`config.mk`:
```
export PLATFORM = sky130hd
export DESIGN_NAME = ip_address_text_formatter_unit_flat
export DESIGN_NICKNAME = d
export VERILOG_FILES = /design/src/hdl/ipf_pkg.sv /design/src/hdl/ipf_if.sv /design/src/hdl/ipf_zrun.sv /design/src/hdl/ip_address_text_formatter_unit.sv /design/src/flat_wrapper.sv
export SDC_FILE = /design/constraint.sdc
export NUM_CORES = 1
export LEC_CHECK = 0
export BUFFER_PORTS_ARGS = -buffer_cell sky130_fd_sc_hd__buf_2
export CORE_MARGIN = 2
export CORE_UTILIZATION = 30
export CTS_BUF_LIST = sky130_fd_sc_hd__clkbuf_4
export DETAILED_ROUTE_END_ITERATION = 8
export PLACE_DENSITY = 0.51
export REMOVE_ABC_BUFFERS = 1
export SLEW_MARGIN = 40
export SYNTH_ARGS = -nofsm -noshare
export SYNTH_HDL_FRONTEND = slang
export SYNTH_SLANG_ARGS = --single-unit
```
`constraint.sdc`:
```
create_clock -name clk_i -period 29 [get_ports clk_i]
set_input_delay 1.45 -clock clk_i [delete_from_list [all_inputs] [get_ports clk_i]]
set_output_delay 1.45 -clock clk_i [all_outputs]
set_load 0.01 [all_outputs]
```
`src/hdl/ipf_pkg.sv`:
```
// ----------------------------------------------------------------------------
// ipf_pkg
// Shared types, character codes and helper functions of the address text
// formatter.
// ----------------------------------------------------------------------------
package ipf_pkg;

  localparam int unsigned AddrW     = 64;
  localparam int unsigned KindW     = 2;
  localparam int unsigned BufLenW   = 6;
  localparam int unsigned ChrW      = 8;
  localparam int unsigned GroupW    = 16;
  localparam int unsigned NumGroups = 8;
  localparam int unsigned GrpIdxW   = 3;
  localparam int unsigned RunLenW   = 4;
  localparam int unsigned DigW      = 3;
  localparam int unsigned QuadW     = 32;

  typedef enum logic [KindW-1:0] {
    KIND_V4  = 2'd0,
    KIND_V6  = 2'd1,
    KIND_UNK = 2'd2
  } kind_e;

  typedef enum logic [5:0] {
    ST_IDLE   = 6'b000001,
    ST_PREFIX = 6'b000010,
    ST_HEX    = 6'b000100,
    ST_DEC    = 6'b001000,
    ST_QUERY  = 6'b010000,
    ST_NUL    = 6'b100000
  } state_e;

  localparam logic [ChrW-1:0] ChrNul   = 8'h00;
  localparam logic [ChrW-1:0] ChrDot   = 8'h2e;
  localparam logic [ChrW-1:0] ChrZero  = 8'h30;
  localparam logic [ChrW-1:0] ChrColon = 8'h3a;
  localparam logic [ChrW-1:0] ChrQuery = 8'h3f;
  localparam logic [ChrW-1:0] ChrLowF  = 8'h66;
  localparam logic [ChrW-1:0] ChrHexAl = 8'h57;

  localparam logic [GrpIdxW-1:0] PrefixLast = 3'd6;
  localparam logic [GrpIdxW-1:0] GroupLast  = 3'd7;
  localparam logic [1:0]         ByteLast   = 2'd3;
  localparam logic [RunLenW-1:0] RunEndAll  = 4'd8;
  localparam logic [31:0]        MappedTag  = 32'h0000_ffff;

  typedef struct packed {
    logic                 ok;
    logic [GrpIdxW-1:0]   at;
    logic [RunLenW-1:0]   len;
  } zrun_t;

  typedef struct packed {
    logic [3:0] hun;
    logic [3:0] ten;
    logic [3:0] one;
    logic [1:0] nd;
  } dec_t;

  function automatic logic [ChrW-1:0] hex_chr(input logic [3:0] n);
    return (n < 4'd10) ? (ChrZero + {4'h0, n}) : (ChrHexAl + {4'h0, n});
  endfunction

  function automatic logic [DigW-1:0] hex_ndig(input logic [GroupW-1:0] g);
    logic [DigW-1:0] nd;
    if (g[15:12] != 4'h0) begin
      nd = 3'd4;
    end else if (g[11:8] != 4'h0) begin
      nd = 3'd3;
    end else if (g[7:4] != 4'h0) begin
      nd = 3'd2;
    end else begin
      nd = 3'd1;
    end
    return nd;
  endfunction

  // "::ffff:" lead-in of a mapped address
  function automatic logic [ChrW-1:0] prefix_chr(input logic [GrpIdxW-1:0] i);
    logic [ChrW-1:0] c;
    case (i)
      3'd2, 3'd3, 3'd4, 3'd5: c = ChrLowF;
      default:                c = ChrColon;
    endcase
    return c;
  endfunction

  // byte to decimal digits, tens by reciprocal multiply (exact below 100)
  function automatic dec_t dec_digits(input logic [7:0] b);
    dec_t          d;
    logic [7:0]    r;
    logic [14:0]   p;
    d.hun = (b >= 8'd200) ? 4'd2 : ((b >= 8'd100) ? 4'd1 : 4'd0);
    r     = b - ((b >= 8'd200) ? 8'd200 : ((b >= 8'd100) ? 8'd100 : 8'd0));
    p     = 15'(r[6:0]) * 15'd205;
    d.ten = p[14:11];
    d.one = 4'(r - 8'({d.ten, 3'b000}) - 8'({d.ten, 1'b0}));
    d.nd  = (b >= 8'd100) ? 2'd3 : ((b >= 8'd10) ? 2'd2 : 2'd1);
    return d;
  endfunction

endpackage

```
`src/hdl/ipf_if.sv`:
```
// ----------------------------------------------------------------------------
// ipf_req_if / ipf_chr_if
// Valid/ready channels of the formatter: address requests in, characters out.
// ----------------------------------------------------------------------------
interface ipf_req_if import ipf_pkg::*; ();
  logic               valid;
  logic               ready;
  logic [KindW-1:0]   req_type;
  logic [AddrW-1:0]   addr_high;
  logic [AddrW-1:0]   addr_low;
  logic [BufLenW-1:0] buf_len;

  modport source (output valid, req_type, addr_high, addr_low, buf_len, input ready);
  modport sink   (input valid, req_type, addr_high, addr_low, buf_len, output ready);
endinterface

interface ipf_chr_if import ipf_pkg::*; ();
  logic            valid;
  logic            ready;
  logic [ChrW-1:0] char_code;
  logic            last_char;

  modport source (output valid, char_code, last_char, input ready);
  modport sink   (input valid, char_code, last_char, output ready);
endinterface

```
`src/hdl/ipf_zrun.sv`:
```
// ----------------------------------------------------------------------------
// ipf_zrun
// Finds the longest run of zero groups in an IPv6 address, first on a tie.
// ----------------------------------------------------------------------------
module ipf_zrun import ipf_pkg::*; (
  input  logic [2*AddrW-1:0] addr_i,
  output zrun_t              run_o
);

  logic [NumGroups-1:0] zero;
  logic [RunLenW-1:0]   len_at [NumGroups];
  logic [NumGroups-1:0] alive;
  logic [RunLenW-1:0]   top_len;
  logic [GrpIdxW-1:0]   best_at;

  always_comb begin
    for (int i = 0; i < NumGroups; i++) begin
      zero[i] = (addr_i[2*AddrW-1-GroupW*i -: GroupW] == '0);
    end
    for (int i = 0; i < NumGroups; i++) begin
      len_at[i] = '0;
      alive[i]  = 1'b1;
      for (int j = i; j < NumGroups; j++) begin
        if (alive[i] && zero[j]) begin
          len_at[i] = len_at[i] + 4'd1;
        end else begin
          alive[i] = 1'b0;
        end
      end
    end
    top_len = '0;
    best_at = '0;
    for (int i = 0; i < NumGroups; i++) begin
      if (len_at[i] > top_len) begin
        top_len = len_at[i];
        best_at = GrpIdxW'(i);
      end
    end
    run_o.ok  = (top_len >= 4'd2);
    run_o.at  = best_at;
    run_o.len = top_len;
  end

endmodule

```
`src/hdl/ip_address_text_formatter_unit.sv`:
```
// ----------------------------------------------------------------------------
// ip_address_text_formatter_unit
// Turns one address request into its text form, one character per transaction.
// ----------------------------------------------------------------------------
// req_i carries one address per transaction: kind, 128 address bits and the
// destination size. chr_o returns the text one ASCII character per transaction
// and closes the text with a NUL marked by last_char. IPv4 is dotted
// decimal, IPv6 is compressed lower-case hex, a mapped address shows as
// ::ffff: and dotted decimal, any other kind as a question mark. The text is
// cut to buf_len - 1 characters; buf_len of zero gives no output at all.
// A request goes from the input register into the formatter, which writes its
// characters into the output register, one per cycle while the receiver takes
// them; the next request waits in the input register meanwhile and is loaded
// in the cycle the NUL is issued. A zero-length request is loaded and leaves
// the formatter idle.
// A stalled receiver freezes the output register and the formatter; the input
// register still takes one request. Reset empties every stage, no
// transaction is pending afterwards.
// ----------------------------------------------------------------------------
module ip_address_text_formatter_unit import ipf_pkg::*; (
  input  logic       clk_i,
  input  logic       rst_ni,
  ipf_req_if.sink    req_i,
  ipf_chr_if.source  chr_o
);

  // input register
  logic               inq_valid_q, inq_valid_d;
  logic [KindW-1:0]   inq_type_q;
  logic [AddrW-1:0]   inq_hi_q, inq_lo_q;
  logic [BufLenW-1:0] inq_len_q;

  // formatter
  state_e             state_q, state_d;
  logic [2*AddrW-1:0] addr_q, addr_d;
  logic [QuadW-1:0]   quad_q, quad_d;
  zrun_t              run_q, run_d;
  logic [GrpIdxW-1:0] idx_q, idx_d;
  logic [DigW-1:0]    dig_q, dig_d;
  logic [BufLenW-1:0] cnt_q, cnt_d;
  logic [BufLenW-1:0] lim_q, lim_d;

  // result register
  logic               out_valid_q, out_valid_d;
  logic [ChrW-1:0]    out_chr_q, out_chr_d;
  logic               out_last_q, out_last_d;

  logic               accept, adv, load, mapped;
  zrun_t              run_new;
  logic [GroupW-1:0]  grp;
  logic [DigW-1:0]    nd_hex, pos;
  logic [RunLenW-1:0] run_end;
  logic               run_head;
  logic [7:0]         byte_v;
  dec_t               dd;
  logic [DigW-1:0]    ci;
  logic [3:0]         dsel;
  logic [ChrW-1:0]    chr_n;
  logic [GrpIdxW-1:0] idx_n;
  logic [DigW-1:0]    dig_n;
  logic               done, go_dec;

  ipf_zrun u_zrun (
    .addr_i ({inq_hi_q, inq_lo_q}),
    .run_o  (run_new)
  );

  assign adv    = !out_valid_q || chr_o.ready;
  assign load   = inq_valid_q && ((state_q == ST_IDLE) || ((state_q == ST_NUL) && adv));
  assign accept = req_i.valid && req_i.ready;
  assign mapped = (inq_hi_q == '0) && (inq_lo_q[AddrW-1:QuadW] == MappedTag);

  assign req_i.ready     = !inq_valid_q || load;
  assign chr_o.valid     = out_valid_q;
  assign chr_o.char_code = out_chr_q;
  assign chr_o.last_char = out_last_q;

  assign inq_valid_d = (inq_valid_q && !load) || accept;

  // character at the cursor and the following cursor
  always_comb begin
    grp      = addr_q[2*AddrW-1-GroupW*idx_q -: GroupW];
    nd_hex   = hex_ndig(grp);
    pos      = nd_hex - dig_q;
    run_end  = {1'b0, run_q.at} + run_q.len;
    run_head = run_q.ok && (idx_q == run_q.at);
    byte_v   = quad_q[QuadW-1-8*idx_q[1:0] -: 8];
    dd       = dec_digits(byte_v);
    ci       = 3'd2 - {1'b0, dd.nd} + dig_q;
    case (ci)
      3'd0:    dsel = dd.hun;
      3'd1:    dsel = dd.ten;
      default: dsel = dd.one;
    endcase
    chr_n  = ChrNul;
    idx_n  = idx_q;
    dig_n  = dig_q;
    done   = 1'b0;
    go_dec = 1'b0;
    case (state_q)
      ST_PREFIX: begin
        chr_n = prefix_chr(idx_q);
        if (idx_q == PrefixLast) begin
          go_dec = 1'b1;
        end else begin
          idx_n = idx_q + 3'd1;
        end
      end
      ST_HEX: begin
        if ((dig_q == '0) || (run_head && (dig_q == 3'd1))) begin
          chr_n = ChrColon;
        end else begin
          chr_n = hex_chr(grp[{pos[1:0], 2'b00} +: 4]);
        end
        if (run_head && (dig_q == '0)) begin
          dig_n = 3'd1;
        end else if (run_head && (dig_q == 3'd1)) begin
          if (run_end == RunEndAll) begin
            done = 1'b1;
          end else begin
            idx_n = run_end[GrpIdxW-1:0];
            dig_n = 3'd1;
          end
        end else if (dig_q < nd_hex) begin
          dig_n = dig_q + 3'd1;
        end else if (idx_q == GroupLast) begin
          done = 1'b1;
        end else begin
          idx_n = idx_q + 3'd1;
          dig_n = '0;
        end
      end
      ST_DEC: begin
        chr_n = (dig_q == '0) ? ChrDot : (ChrZero + {4'h0, dsel});
        if (dig_q < {1'b0, dd.nd}) begin
          dig_n = dig_q + 3'd1;
        end else if (idx_q[1:0] == ByteLast) begin
          done = 1'b1;
        end else begin
          idx_n = idx_q + 3'd1;
          dig_n = '0;
        end
      end
      ST_QUERY: begin
        chr_n = ChrQuery;
        done  = 1'b1;
      end
      default: ;
    endcase
  end

  always_comb begin
    state_d     = state_q;
    addr_d      = addr_q;
    quad_d      = quad_q;
    run_d       = run_q;
    idx_d       = idx_q;
    dig_d       = dig_q;
    cnt_d       = cnt_q;
    lim_d       = lim_q;
    out_valid_d = out_valid_q && !chr_o.ready;
    out_chr_d   = out_chr_q;
    out_last_d  = out_last_q;
    if ((state_q != ST_IDLE) && adv) begin
      out_valid_d = 1'b1;
      out_last_d  = (state_q == ST_NUL);
      out_chr_d   = (state_q == ST_NUL) ? ChrNul : chr_n;
      if (state_q == ST_NUL) begin
        state_d = ST_IDLE;
      end else begin
        cnt_d = cnt_q + 6'd1;
        idx_d = idx_n;
        dig_d = dig_n;
        if (go_dec) begin
          state_d = ST_DEC;
          idx_d   = '0;
          dig_d   = 3'd1;
        end
        if (done || (cnt_d == lim_q)) begin
          state_d = ST_NUL;
        end
      end
    end
    if (load) begin
      addr_d = {inq_hi_q, inq_lo_q};
      run_d  = run_new;
      cnt_d  = '0;
      lim_d  = inq_len_q - 6'd1;
      idx_d  = '0;
      dig_d  = 3'd1;
      quad_d = inq_hi_q[AddrW-1 -: QuadW];
      if (inq_len_q == '0) begin
        state_d = ST_IDLE;
      end else if (inq_len_q == 6'd1) begin
        state_d = ST_NUL;
      end else if (inq_type_q == KIND_V4) begin
        state_d = ST_DEC;
      end else if (inq_type_q == KIND_V6) begin
        if (mapped) begin
          state_d = ST_PREFIX;
          quad_d  = inq_lo_q[QuadW-1:0];
        end else begin
          state_d = ST_HEX;
          dig_d   = (run_new.ok && (run_new.at == '0)) ? 3'd0 : 3'd1;
        end
      end else begin
        state_d = ST_QUERY;
      end
    end
  end

  always_ff @(posedge clk_i or negedge rst_ni) begin
    if (!rst_ni) begin
      inq_valid_q <= 1'b0;
      state_q     <= ST_IDLE;
      idx_q       <= '0;
      dig_q       <= '0;
      cnt_q       <= '0;
      out_valid_q <= 1'b0;
    end else begin
      inq_valid_q <= inq_valid_d;
      state_q     <= state_d;
      idx_q       <= idx_d;
      dig_q       <= dig_d;
      cnt_q       <= cnt_d;
      out_valid_q <= out_valid_d;
    end
  end

  always_ff @(posedge clk_i) begin
    if (accept) begin
      inq_type_q <= req_i.req_type;
      inq_hi_q   <= req_i.addr_high;
      inq_lo_q   <= req_i.addr_low;
      inq_len_q  <= req_i.buf_len;
    end
    addr_q     <= addr_d;
    quad_q     <= quad_d;
    run_q      <= run_d;
    lim_q      <= lim_d;
    out_chr_q  <= out_chr_d;
    out_last_q <= out_last_d;
  end

endmodule

```
`src/flat_wrapper.sv`:
```
// flat-port wrapper written by rule: the top's interface ports become plain ports
module ip_address_text_formatter_unit_flat import ipf_pkg::*;
  (clk_i, rst_ni, req_i_valid, req_i_req_type, req_i_addr_high, req_i_addr_low, req_i_buf_len, req_i_ready, chr_o_valid, chr_o_char_code, chr_o_last_char, chr_o_ready);
  ipf_req_if req_i_i ();
  ipf_chr_if chr_o_i ();
  input  logic clk_i;
  input  logic rst_ni;
  input wire logic [$bits(req_i_i.valid)-1:0] req_i_valid;
  input wire logic [$bits(req_i_i.req_type)-1:0] req_i_req_type;
  input wire logic [$bits(req_i_i.addr_high)-1:0] req_i_addr_high;
  input wire logic [$bits(req_i_i.addr_low)-1:0] req_i_addr_low;
  input wire logic [$bits(req_i_i.buf_len)-1:0] req_i_buf_len;
  output wire logic [$bits(req_i_i.ready)-1:0] req_i_ready;
  output wire logic [$bits(chr_o_i.valid)-1:0] chr_o_valid;
  output wire logic [$bits(chr_o_i.char_code)-1:0] chr_o_char_code;
  output wire logic [$bits(chr_o_i.last_char)-1:0] chr_o_last_char;
  input wire logic [$bits(chr_o_i.ready)-1:0] chr_o_ready;
  assign req_i_i.valid = req_i_valid;
  assign req_i_i.req_type = req_i_req_type;
  assign req_i_i.addr_high = req_i_addr_high;
  assign req_i_i.addr_low = req_i_addr_low;
  assign req_i_i.buf_len = req_i_buf_len;
  assign req_i_ready = req_i_i.ready;
  assign chr_o_valid = chr_o_i.valid;
  assign chr_o_char_code = chr_o_i.char_code;
  assign chr_o_last_char = chr_o_i.last_char;
  assign chr_o_i.ready = chr_o_ready;
  ip_address_text_formatter_unit u_core (.clk_i(clk_i), .rst_ni(rst_ni), .req_i(req_i_i), .chr_o(chr_o_i));
endmodule
```
## Word level (Yosys, flattened, before mapping)

Index checks and enable logic that the tools add are counted.

| operators by class | value |
|---|---|
| add/subtract/negate cells | 44 |
| multiply operators | 1 |
| div/mod/pow operators | 0 |
| order comparisons | 15 |
| equality and inequality tests | 33 |
| shift-type cells | 3 |
| muxes and demuxes | 154 |
| bitwise operators | 0 |
| reductions and logical operators | 75 |

Operator list:

| kind | number |
|---|---|
| 32-bit two-way mux | 5 |
| 4-bit two-way mux | 36 |
| 143-bit by 33-bit variable part select with 16-bit output | 1 |
| 16-bit logical NOT | 8 |
| 3-bit two-way mux | 37 |
| 4-bit by 1-bit adder with 4-bit output, second input constant | 27 |
| 6-bit two-way mux | 11 |
| 64-bit logical NOT | 1 |
| 1-bit two-way mux | 49 |
| 1-bit logical AND | 39 |
| 39-bit by 33-bit variable part select with 8-bit output | 1 |
| 32-bit by 16-bit == test with 1-bit output, second input constant | 1 |
| 8-bit case mux with 4 select lines | 1 |
| 4-bit > comparator | 7 |
| 8-bit two-way mux | 3 |
| 7-bit two-way mux | 3 |
| 4-bit nonzero test | 5 |
| 4-bit by 2-bit != test with 1-bit output, second input constant | 4 |
| 16-bit by 5-bit variable part select with 4-bit output | 1 |
| 7-bit by 8-bit multiplier with 15-bit output, second input constant | 1 |
| 5-bit by 2-bit != test with 1-bit output, second input constant | 3 |
| 6-bit by 4-bit adder with 7-bit output, first input constant | 2 |
| 3-bit == test, second input constant | 4 |
| 6-bit by 1-bit == test with 1-bit output, second input constant | 2 |
| 55 further kinds | 73 |

| word-level totals | value |
|---|---|
| register bits | 339 |
| bits in latches | 0 |
| bits in writable memories | 0 |
| ROM bits | 0 |
| bits of input ports | 140 |
| output and inout bits | 11 |
| word-level logic and storage cells | 343 |
| memories kept | 0 |

## Longest topological paths before layout

Gate-level depths: netlist (run 1).

| depth | value |
|---|---|
| word-level depth | 41 |
| depth in mapped cells | 81 |
| gate-level depth less buffers | 78 |

## Cells and area by module

From an unflattened synthesis (run 1), not the netlist that was laid out.

| second synthesis, totals | value |
|---|---|
| cell total of the unflattened synthesis | 1239 |
| area total of the unflattened synthesis | 17510.5 um^2 |

Modules (own cells, without submodules):

| module | instances | cells an instance | area an instance (um^2) | sequential area each (um^2) |
|---|---|---|---|---|
| ip_address_text_formatter_unit | 1 | 861 | 14739.1 | 10050.9 |
| ipf_zrun | 1 | 378 | 2771.4 | 0.0 |

## Worst setup path after synthesis (run 1)

No wires, ideal clock.

| path | value |
|---|---|
| kind | reg2reg |
| start | register u_core.inq_hi_q[42] |
| end | register u_core.run_q[0] in the netlist's numbering (data pin) |
| arrival time | 13.342 ns |
| slack | 15.396 ns |
| stages on the path, launching flop included | 74 |
| path buffers | 4 |
| period minus slack after synthesis | 13.604 ns |
| cell sequence | edfxtp_1 -> nor4_1 -> nand4_1 -> clkbuf_1 -> or2_2 -> inv_1 -> ha_1 -> nor2_1 -> nor2_1 -> ha_1 -> nand2_1 -> a21oi_1 -> ha_1 -> a21o_1 -> ha_1 -> nand2_1 -> nand2_1 -> a21o_1 -> [... 38 more ...] -> and3_1 -> o21ai_1 -> inv_1 -> ha_1 -> nor2b_1 -> o21ai_0 -> inv_1 -> o21ai_0 -> a21oi_2 -> o32ai_2 -> ha_1 -> a21oi_1 -> nand3_1 -> mux2_2 -> ha_1 -> nor2_1 -> o2111a_1 -> mux2_1 |

RTL lines:

| element | RTL line | source |
|---|---|---|
| start, declared | ip_address_text_formatter_unit.sv:30 | `logic [AddrW-1:0] inq_hi_q, inq_lo_q;` |
| start signal, assigned | ip_address_text_formatter_unit.sv:233 | `inq_hi_q <= req_i.addr_high;` |
| end signal, assigned | ip_address_text_formatter_unit.sv:239 | `run_q <= run_d;` |
| end, declared | ip_address_text_formatter_unit.sv:37 | `zrun_t run_q, run_d;` |

==> results of run 1 <==
cell usage after synthesis (7+ instances only):
cell / instances / share of area (%)
a211oi_1: 7 / 0.31
edfxtp_1: 318 / 56
o21ai_0: 44 / 1.3
and3_1: 8 / 0.30
dfrtp_1: 19 / 2.8
a31oi_1: 7 / 0.26
nor2_1: 66 / 1.5
clkbuf_1: 25 / 0.55
and4_1: 8 / 0.41
or3_1: 11 / 0.41
xnor2_1: 26 / 1.3
nand4_1: 15 / 0.55
ha_1: 101 / 7.5
fa_1: 10 / 1.2
mux2_2: 8 / 0.53
xor2_1: 20 / 1.0
o211ai_1: 13 / 0.58
mux2i_1: 21 / 1.2
mux4_2: 40 / 5.3
nand3b_1: 10 / 0.44
nand2_1: 92 / 2.0
nor3_1: 20 / 0.59
a21oi_1: 44 / 1.3
or4_1: 8 / 0.35
nor4_1: 33 / 1.2
nor4_4: 8 / 1.0
a21o_1: 43 / 1.9
o21a_1: 9 / 0.40
inv_1: 72 / 1.6
nand3_1: 31 / 0.92
nor2b_1: 8 / 0.30
cell families (layout without fill, tap and decap cells):
kind of cell	count (synthesis)	count (layout)
AOI/OAI and AO/OA	215	215
xor gates and xnor gates	46	46
adders and majority gates	111	111
buffers and inverters	109	387
DFF	338	338
muxes	70	70
other	1	8
and+or+nand+nor	348	348
flip-flops by register name, summed over array words and instances (netlist names), 3 cells and up:
signal,flops
u_core.inq_lo_q,64
u_core.idx_q,3
u_core.run_q,8
u_core.inq_len_q,6
u_core.quad_q,32
u_core.chr_o.char_code,7
u_core.addr_q,128
u_core.dig_q,3
u_core.inq_hi_q,64
u_core.lim_q,6
u_core.cnt_q,6
u_core.state_q,6
metal layers:
metal	vias to the layer above	GRT usage (%)
met5	-	0
met4	0	6.17
met3	76	3.91
met2	363	24.7
met1	5516	20.0
li1	5280	-
worst max-delay path by stage:
stage,start,endpoint,depth (start not counted)
after detailed placement,u_core.inq_hi_q[42],u_core.run_q[0],68
after global placement,u_core.inq_hi_q[42],u_core.run_q[0],69
after floorplan,u_core.inq_hi_q[42],u_core.run_q[0],70
after global routing,u_core.inq_hi_q[42],u_core.run_q[0],72
after CTS,u_core.inq_hi_q[42],u_core.run_q[0],68
final,u_core.inq_hi_q[42],u_core.run_q[0],70
cell type report:
| class | instances | area, um^2 | share of cell area [%] |
|---|---|---|---|
| antenna | 5 | 12.5 | 0.0632 |
| clock buffer | 133 | 998 | 5.05 |
| clock inverter | 21 | 106 | 0.538 |
| inverter | 75 | 289 | 1.46 |
| multi-input combinational | 793 | 6530 | 33.0 |
| sequential | 338 | 10100 | 50.8 |
| tap | 756 | 946 | 4.78 |
| timing repair buffer | 158 | 846 | 4.27 |
worst max-delay path: cells and delay by family, from the launching register on:
kind	cells	cell delay, ns
multiplexers	5	1.46
AND/OR/NAND/NOR	23	5.00
AO/OA/AOI/OAI	25	5.26
adder cells (fa/ha/maj)	12	3.67
flip-flops	1	0.46
buffers and inverters	5	0.40
per-stage QoR:
stage	setup WS (ns)	util, %	std cells	hold WS (ns)
after floorplan	15.31	-	1206	0.427
after global placement	12.97	33.1	2118	0.432
after detailed placement	12.86	33.2	2120	0.434
after CTS	12.74	35.2	2274	0.414
after global routing	11.20	35.2	2279	0.426
final	12.45	35.2	2279	0.434
==> metrics.md, run 1 <==
| Metric | Value |
|---|---|
| DP Area | around 0.019 mm^2 |
| Post-CTS Resized | 0 |
| IO buf count | about 150 |
| Die X | 242 um |
| Nets | about 1700 |
| Post-synthesis sequential area ratio | slightly below 60% |
| CP Data Required Time | between 20 and 30 ns |
| Post-synthesis cell type count | 75 |
| Final hold vios | 0 |
| Antenna-violating nets left | 0 |
| Minimum clock period | between 15 and 20 ns |
| Core area | 0.0562 mm^2 |
| Tot GR Track Use | 15.4% |
| Synth Flop Type | edfxtp_1 |
| Most common cell type on the critical path | ha_1 |
| Clock Skews | slightly below 0.06 ns |
| Post-Syn Instances | about 1200 |
| Final period utilization | between 50 and 60% |
| DRT iter0 DRCs | approximately 850 |
| Number of CTS-inserted buffers | 91 |
| Highest Signal Layer | met4 |
| Fillers | around 5600 |
| HP Class | reg -> reg |
| Detailed Routing Iterations Pass 1 | 5 |
| Final TNS setup | 0 ns |
| Most frequent cells in the layout | 318 x edfxtp_1, 149 x buf_2, 133 x clkbuf_4 |
| Status | finished clean |
| Routed length on met2 | ~21000 um |
| CTS tree | built |
| Reg2reg end | u_core.run_q[0] |
| Crit end category | flop |
| Hold depth | 0 |
| Critical Path AT | 17.08 ns |
| Antenna violations before repair | 2 |
| Synth warnings | 0 |
| Post-synth EDFFs | 318 |
| Post-Synth Simple-Gate Area | around 11% |
| CP max FO | 16 |
| Grt ovf | 0 |
| Worst setup path category | reg -> reg |
| Routed met3 length | between 2000 and 3000 um |
| Reg clk slew, reported paths | ~0.07 ns |
| Worst-Skew Late Latency | approximately 0.84 ns |
| CP max stage cell | nor4_1 |
| Hold Crit Start | u_core.inq_hi_q[5] |
| Hold path endpoint | u_core.addr_q[69] |
| Number of global-route vias before repair | between 10000 and 15000 |
| Largest family of logic cells by synthesized area | simple AND/OR/NAND/NOR gates |
| Layout cells sized above 1 | between 20% and 30% |
| Post-CTS setup buffer count | 0 |
| Post-Synth XOR/XNOR Area | 2.38% |
| HPWL Detailed | around 34000 um |
| Finished Cell Area | between 0.015 and 0.02 mm^2 |
| M1 wire length | ~20000 um |
| GPL Wtd Cong | 0.847 |
| Layout area overhead | 16.8% |
| Max incr delay on CP | between 0.7 and 0.8 ns |
| Vias per cell | around 4.9 |
| Area fraction in compound gates after synthesis | between 8 and 9% |
| Flop2flop setup slack | between 10 and 15 ns |
| F_max | between 60 and 70 MHz |
| Depth of the CTS H-tree | 3 |
| Register-to-Register Path Depth | 70 |
| Critical Path Start Type | flop |
| Final wirelength | roughly 45000 um |
| Pin count of the biggest net entering global routing | roughly 110 |
| Worst-Margin Slew | 0.783 ns |
| Reg2Reg Launch Point | u_core.inq_hi_q[42] |
| Asr flop ratio synth | 5.92% |
| Routed len/inst | about 20 um |
| Synth Register Bits | ~340 |
| Clock Sinks | 338 |
| Std-Cell Rows | 87 |
| Mapped cell area | approximately 0.017 mm^2 |
| # DRC | 0 |
| Hold buffer count at cts | 0 |
| Starting Density | 30.2% |
| Die Y | roughly 240 um |
| Commonest non-fill, non-tap cell in the layout | edfxtp_1 |
| Vias | ~11000 |
| Relative slew margins | between 40% and 50% |
| Adder-Cell Fraction of Synth Area | roughly 8.6% |
| Syn_area_per_cell | between 10 and 15 um^2 |
| Root buf cell | clkbuf_4 |
| Mux contribution to synthesized area | about 7% |
| Final setup viols | 0 |
| Max-cap viol count | 0 |
| Max clock buf depth | 3 |
| RSZ-0062 raised after global routing | no |
| DIE AREA | slightly below 0.06 mm^2 |
| Num ports | around 150 |
| Final Max Tran Viols | 0 |
| First-pass GRT wire length | slightly below 70000 um |
Power of run 1 is not shown: default switching activity piles up to over one toggle a cycle in this logic, so the estimate is an artifact.
==> inputs of run 2 (changes only) <==
--- a/config.mk
+++ b/config.mk
@@ -5,12 +5,13 @@
 export SDC_FILE = /design/constraint.sdc
 export NUM_CORES = 1
 export LEC_CHECK = 0
+export ABC_AREA = 1
 export BUFFER_PORTS_ARGS = -buffer_cell sky130_fd_sc_hd__buf_2
 export CORE_MARGIN = 2
 export CORE_UTILIZATION = 30
 export CTS_BUF_LIST = sky130_fd_sc_hd__clkbuf_4
 export DETAILED_ROUTE_END_ITERATION = 8
-export PLACE_DENSITY = 0.51
+export PLACE_DENSITY = 0.52
 export REMOVE_ABC_BUFFERS = 1
 export SLEW_MARGIN = 40
 export SYNTH_ARGS = -nofsm -noshare
==> constraint.sdc (replaced) <==
create_clock -name clk_i -period 14.1 [get_ports clk_i]
set_input_delay 0.705 -clock clk_i [delete_from_list [all_inputs] [get_ports clk_i]]
set_output_delay 0.705 -clock clk_i [all_outputs]
set_load 0.01 [all_outputs]
==> run 2 against run 1 <==
Register-to-register slack worse by 11 ns. Global-route usage up 0.33 points. Largest cell class unchanged. Area after synthesis rose by 3.8%. Flip-flop and latch count did not move.
==> metrics.md, run 2 <==
| Metric | Value |
|---|---|
| Status | finished clean (unchanged) |
| Final setup viols | 0 (unchanged) |
| # DRC | 0 (unchanged) |
| CP max stage cell | a32oi_1 (was nor4_1) |
| RSZ-0062 raised after global routing | no (unchanged) |
| HP Class | in -> reg (was reg -> reg) |
| Nets | 2191 (was 1708) |
| Die X | 246 um (was 242 um) |
| Hold buffer count at cts | 18 (was 0) |
| Post-synth EDFFs | 318 (unchanged) |
| Final period utilization | 89.0% (was 57.1%) |
| DRT iter0 DRCs | 888 (was 846) |
| Fillers | 5857 (was 5570) |
| Worst-Skew Late Latency | 0.82 ns (was 0.84 ns) |
| Post-CTS Resized | 0 (unchanged) |
| Routed len/inst | 16.9 um (was 19.9 um) |
| Layout area overhead | 17.6% (was 16.8%) |
| IO buf count | 149 (unchanged) |
| Synth Register Bits | 338 (unchanged) |
| Largest area contributor in the netlist | edfxtp_1 (unchanged) |
| Root buf cell | clkbuf_4 (unchanged) |
| First-pass GRT wire length | 73000 um (was 68500 um) |
| Max clock buf depth | 3 (unchanged) |
| Starting Density | 30.4% (was 30.2%) |
| Post-CTS setup buffer count | 0 (unchanged) |
| Final hold vios | 0 (unchanged) |
| Post-synthesis sequential area ratio | 57.1% (was 59.3%) |
| Critical Path Start Type | flop (unchanged) |
| Register with the most flip-flops | u_core.addr_q (unchanged) |
| Core area | 0.0578 mm^2 (was 0.0562 mm^2) |
| Final TNS setup | 0 ns (unchanged) |
| Clock Skews | 0.0689 ns (was 0.0596 ns) |
| Final Max Tran Viols | 0 (unchanged) |
| CP max FO | 10 (was 16) |
| Antenna violations before repair | 2 (unchanged) |
| Biggest regs | u_core.addr_q x128, u_core.inq_hi_q x64, u_core.inq_lo_q x64 (unchanged) |
| Most frequent cell after synthesis | edfxtp_1 (unchanged) |
| Layout cells sized above 1 | 18.9% (was 25.5%) |
| Commonest non-fill, non-tap cell in the layout | edfxtp_1 (unchanged) |
| Max reg flops | 128 (unchanged) |
| CP Data Required Time | 14.65 ns (was 29.54 ns) |
| Commonest cells post-synth | 318 x edfxtp_1, 253 x nand2_1, 219 x nor2_1, 209 x inv_1, 141 x o21ai_0 (was 318 x edfxtp_1, 101 x ha_1, 92 x nand2_1, 72 x inv_1, 66 x nor2_1) |
| CTS tree | built (unchanged) |
| Detailed Routing Iterations Pass 1 | 5 (unchanged) |
| Most frequent cells in the layout | 318 x edfxtp_1, 253 x nand2_1, 219 x nor2_1 (was 318 x edfxtp_1, 149 x buf_2, 133 x clkbuf_4) |
| Tot GR Track Use | 15.7% (was 15.4%) |
| Mapped cell area | 0.0176 mm^2 (was 0.0169 mm^2) |
| Die Y | 246 um (was 242 um) |
| Minimum clock period | 12.55 ns (was 16.55 ns) |
| Relative slew margins | 45.0% (was 47.3%) |
| Depth of the CTS H-tree | 3 (unchanged) |
| HPWL Detailed | 34400 um (was 33600 um) |
| Reg clk slew, reported paths | 0.06 ns (was 0.07 ns) |
| Crit end category | flop (unchanged) |
| Critical Path AT | 13.10 ns (was 17.08 ns) |
| Antenna-violating nets left | 0 (unchanged) |
| Share of the synthesized area in the top cell type | 54.3% (was 56.3%) |
| Synth warnings | 0 (unchanged) |
| F_max | 79.7 MHz (was 60.4 MHz) |
| Vias per cell | 4.72 (was 4.93) |
| Vias | 13100 (was 11200) |
| Max-cap viol count | 0 (unchanged) |
| Most common cell type on the critical path | inv_1 (was ha_1) |
| Grt ovf | 0 (unchanged) |
| Number of global-route vias before repair | 13400 (was 11600) |
| Syn_area_per_cell | 10.4 um^2 (was 13.7 um^2) |
| Worst-Margin Slew | 0.825 ns (was 0.783 ns) |
| Num ports | 151 (unchanged) |
| Post-Syn Instances | 1691 (was 1238) |
| Max incr delay on CP | 0.41 ns (was 0.71 ns) |
| Final wirelength | 46800 um (was 45400 um) |
| Asr flop ratio synth | 5.92% (unchanged) |
| Post-synthesis cell type count | 57 (was 75) |
| Std-Cell Rows | 88 (was 87) |
| Largest cells by area after synthesis | edfxtp_1 54%, ha_1 7.2%, nand2_1 5.4% (was edfxtp_1 56%, ha_1 7.5%, mux4_2 5.3%) |
| GPL Wtd Cong | 0.866 (was 0.847) |
| Pin count of the biggest net entering global routing | 81 (was 106) |
| Worst setup path category | reg -> reg (unchanged) |
| DIE AREA | 0.0606 mm^2 (was 0.0584 mm^2) |
| Clock Sinks | 338 (unchanged) |
| Synth Flop Type | edfxtp_1 (unchanged) |
| Number of CTS-inserted buffers | 93 (was 91) |
-- run 2: through the flow --
step | util (%) | cells | worst slack [ns] | hold WS, ns | area [um^2]
2_1_floorplan | - | 1658 | 3.30 | 0.409 | 17500
3_3_place_gp | 33.3 | 2583 | 2.16 | 0.430 | 19300
3_5_place_dp | 33.3 | 2583 | 1.61 | 0.433 | 19300
4_1_cts | 35.6 | 2763 | 1.59 | 0.0000590 | 20600
5_1_grt | 35.8 | 2775 | 0.149 | -0.00829 | 20700
6_report | 35.8 | 2775 | 1.55 | 0.0734 | 20700
-- run 2: kinds of logic after synthesis --
kind of cell             synth area share [%]
AO/OA/AOI/OAI                            9.93
XOR/XNOR                                 1.84
adder cells (fa/ha/maj)                  8.32
buffers and inverters                    5.53
flip-flops                               57.1
multiplexers                            0.121
other                                  0.0213
AND/OR/NAND/NOR                          17.1
-- run 2: layer usage --
metal	vias up	share of wire (%)	track usage [%]	routed length (um)
met5	-	0	0	0
met4	0	2.8	5.86	1300
met3	75	5.1	3.29	2380
met2	370	46	25.5	21700
met1	6249	46	20.7	21400
li1	6416	-	-	-
-- run 2: area by class of cell --
cell class | count | area, um^2 | area share [%]
inverter | 221 | 840 | 4.06
timing repair buffer | 187 | 1110 | 5.36
tap | 765 | 957 | 4.63
multi-input combinational | 1099 | 6590 | 31.8
clock inverter | 32 | 164 | 0.792
clock buffer | 130 | 976 | 4.72
antenna | 3 | 7.51 | 0.0363
sequential | 338 | 10100 | 48.6
-- run 2: final timing paths --
path,cells after the start,endpoint,start,slack [ns]
worst min register to register,0,u_core.addr_q[87],u_core.inq_hi_q[23],0.43
worst max-delay path,78,u_core.run_q[0],u_core.inq_hi_q[17],1.55
max in group asynchronous,2,u_core.state_q[0],rst_ni,13.31
min in group asynchronous,2,u_core.dig_q[0],rst_ni,0.39
worst max register to register,78,u_core.run_q[0],u_core.inq_hi_q[17],1.55
worst min-delay path,1,u_core.inq_len_q[0],req_i_buf_len[0],0.07
-- run 2: worst max-delay path: cells and delay by family, from the launching register on --
| family | cells | cell delay [ns] |
|---|---|---|
| simple gates | 31 | 3.53 |
| flops | 1 | 0.38 |
| compound gates | 19 | 3.26 |
| buf+inv | 16 | 1.67 |
| fa+ha+maj | 12 | 3.47 |
Power of run 2 is left out for the same reason.
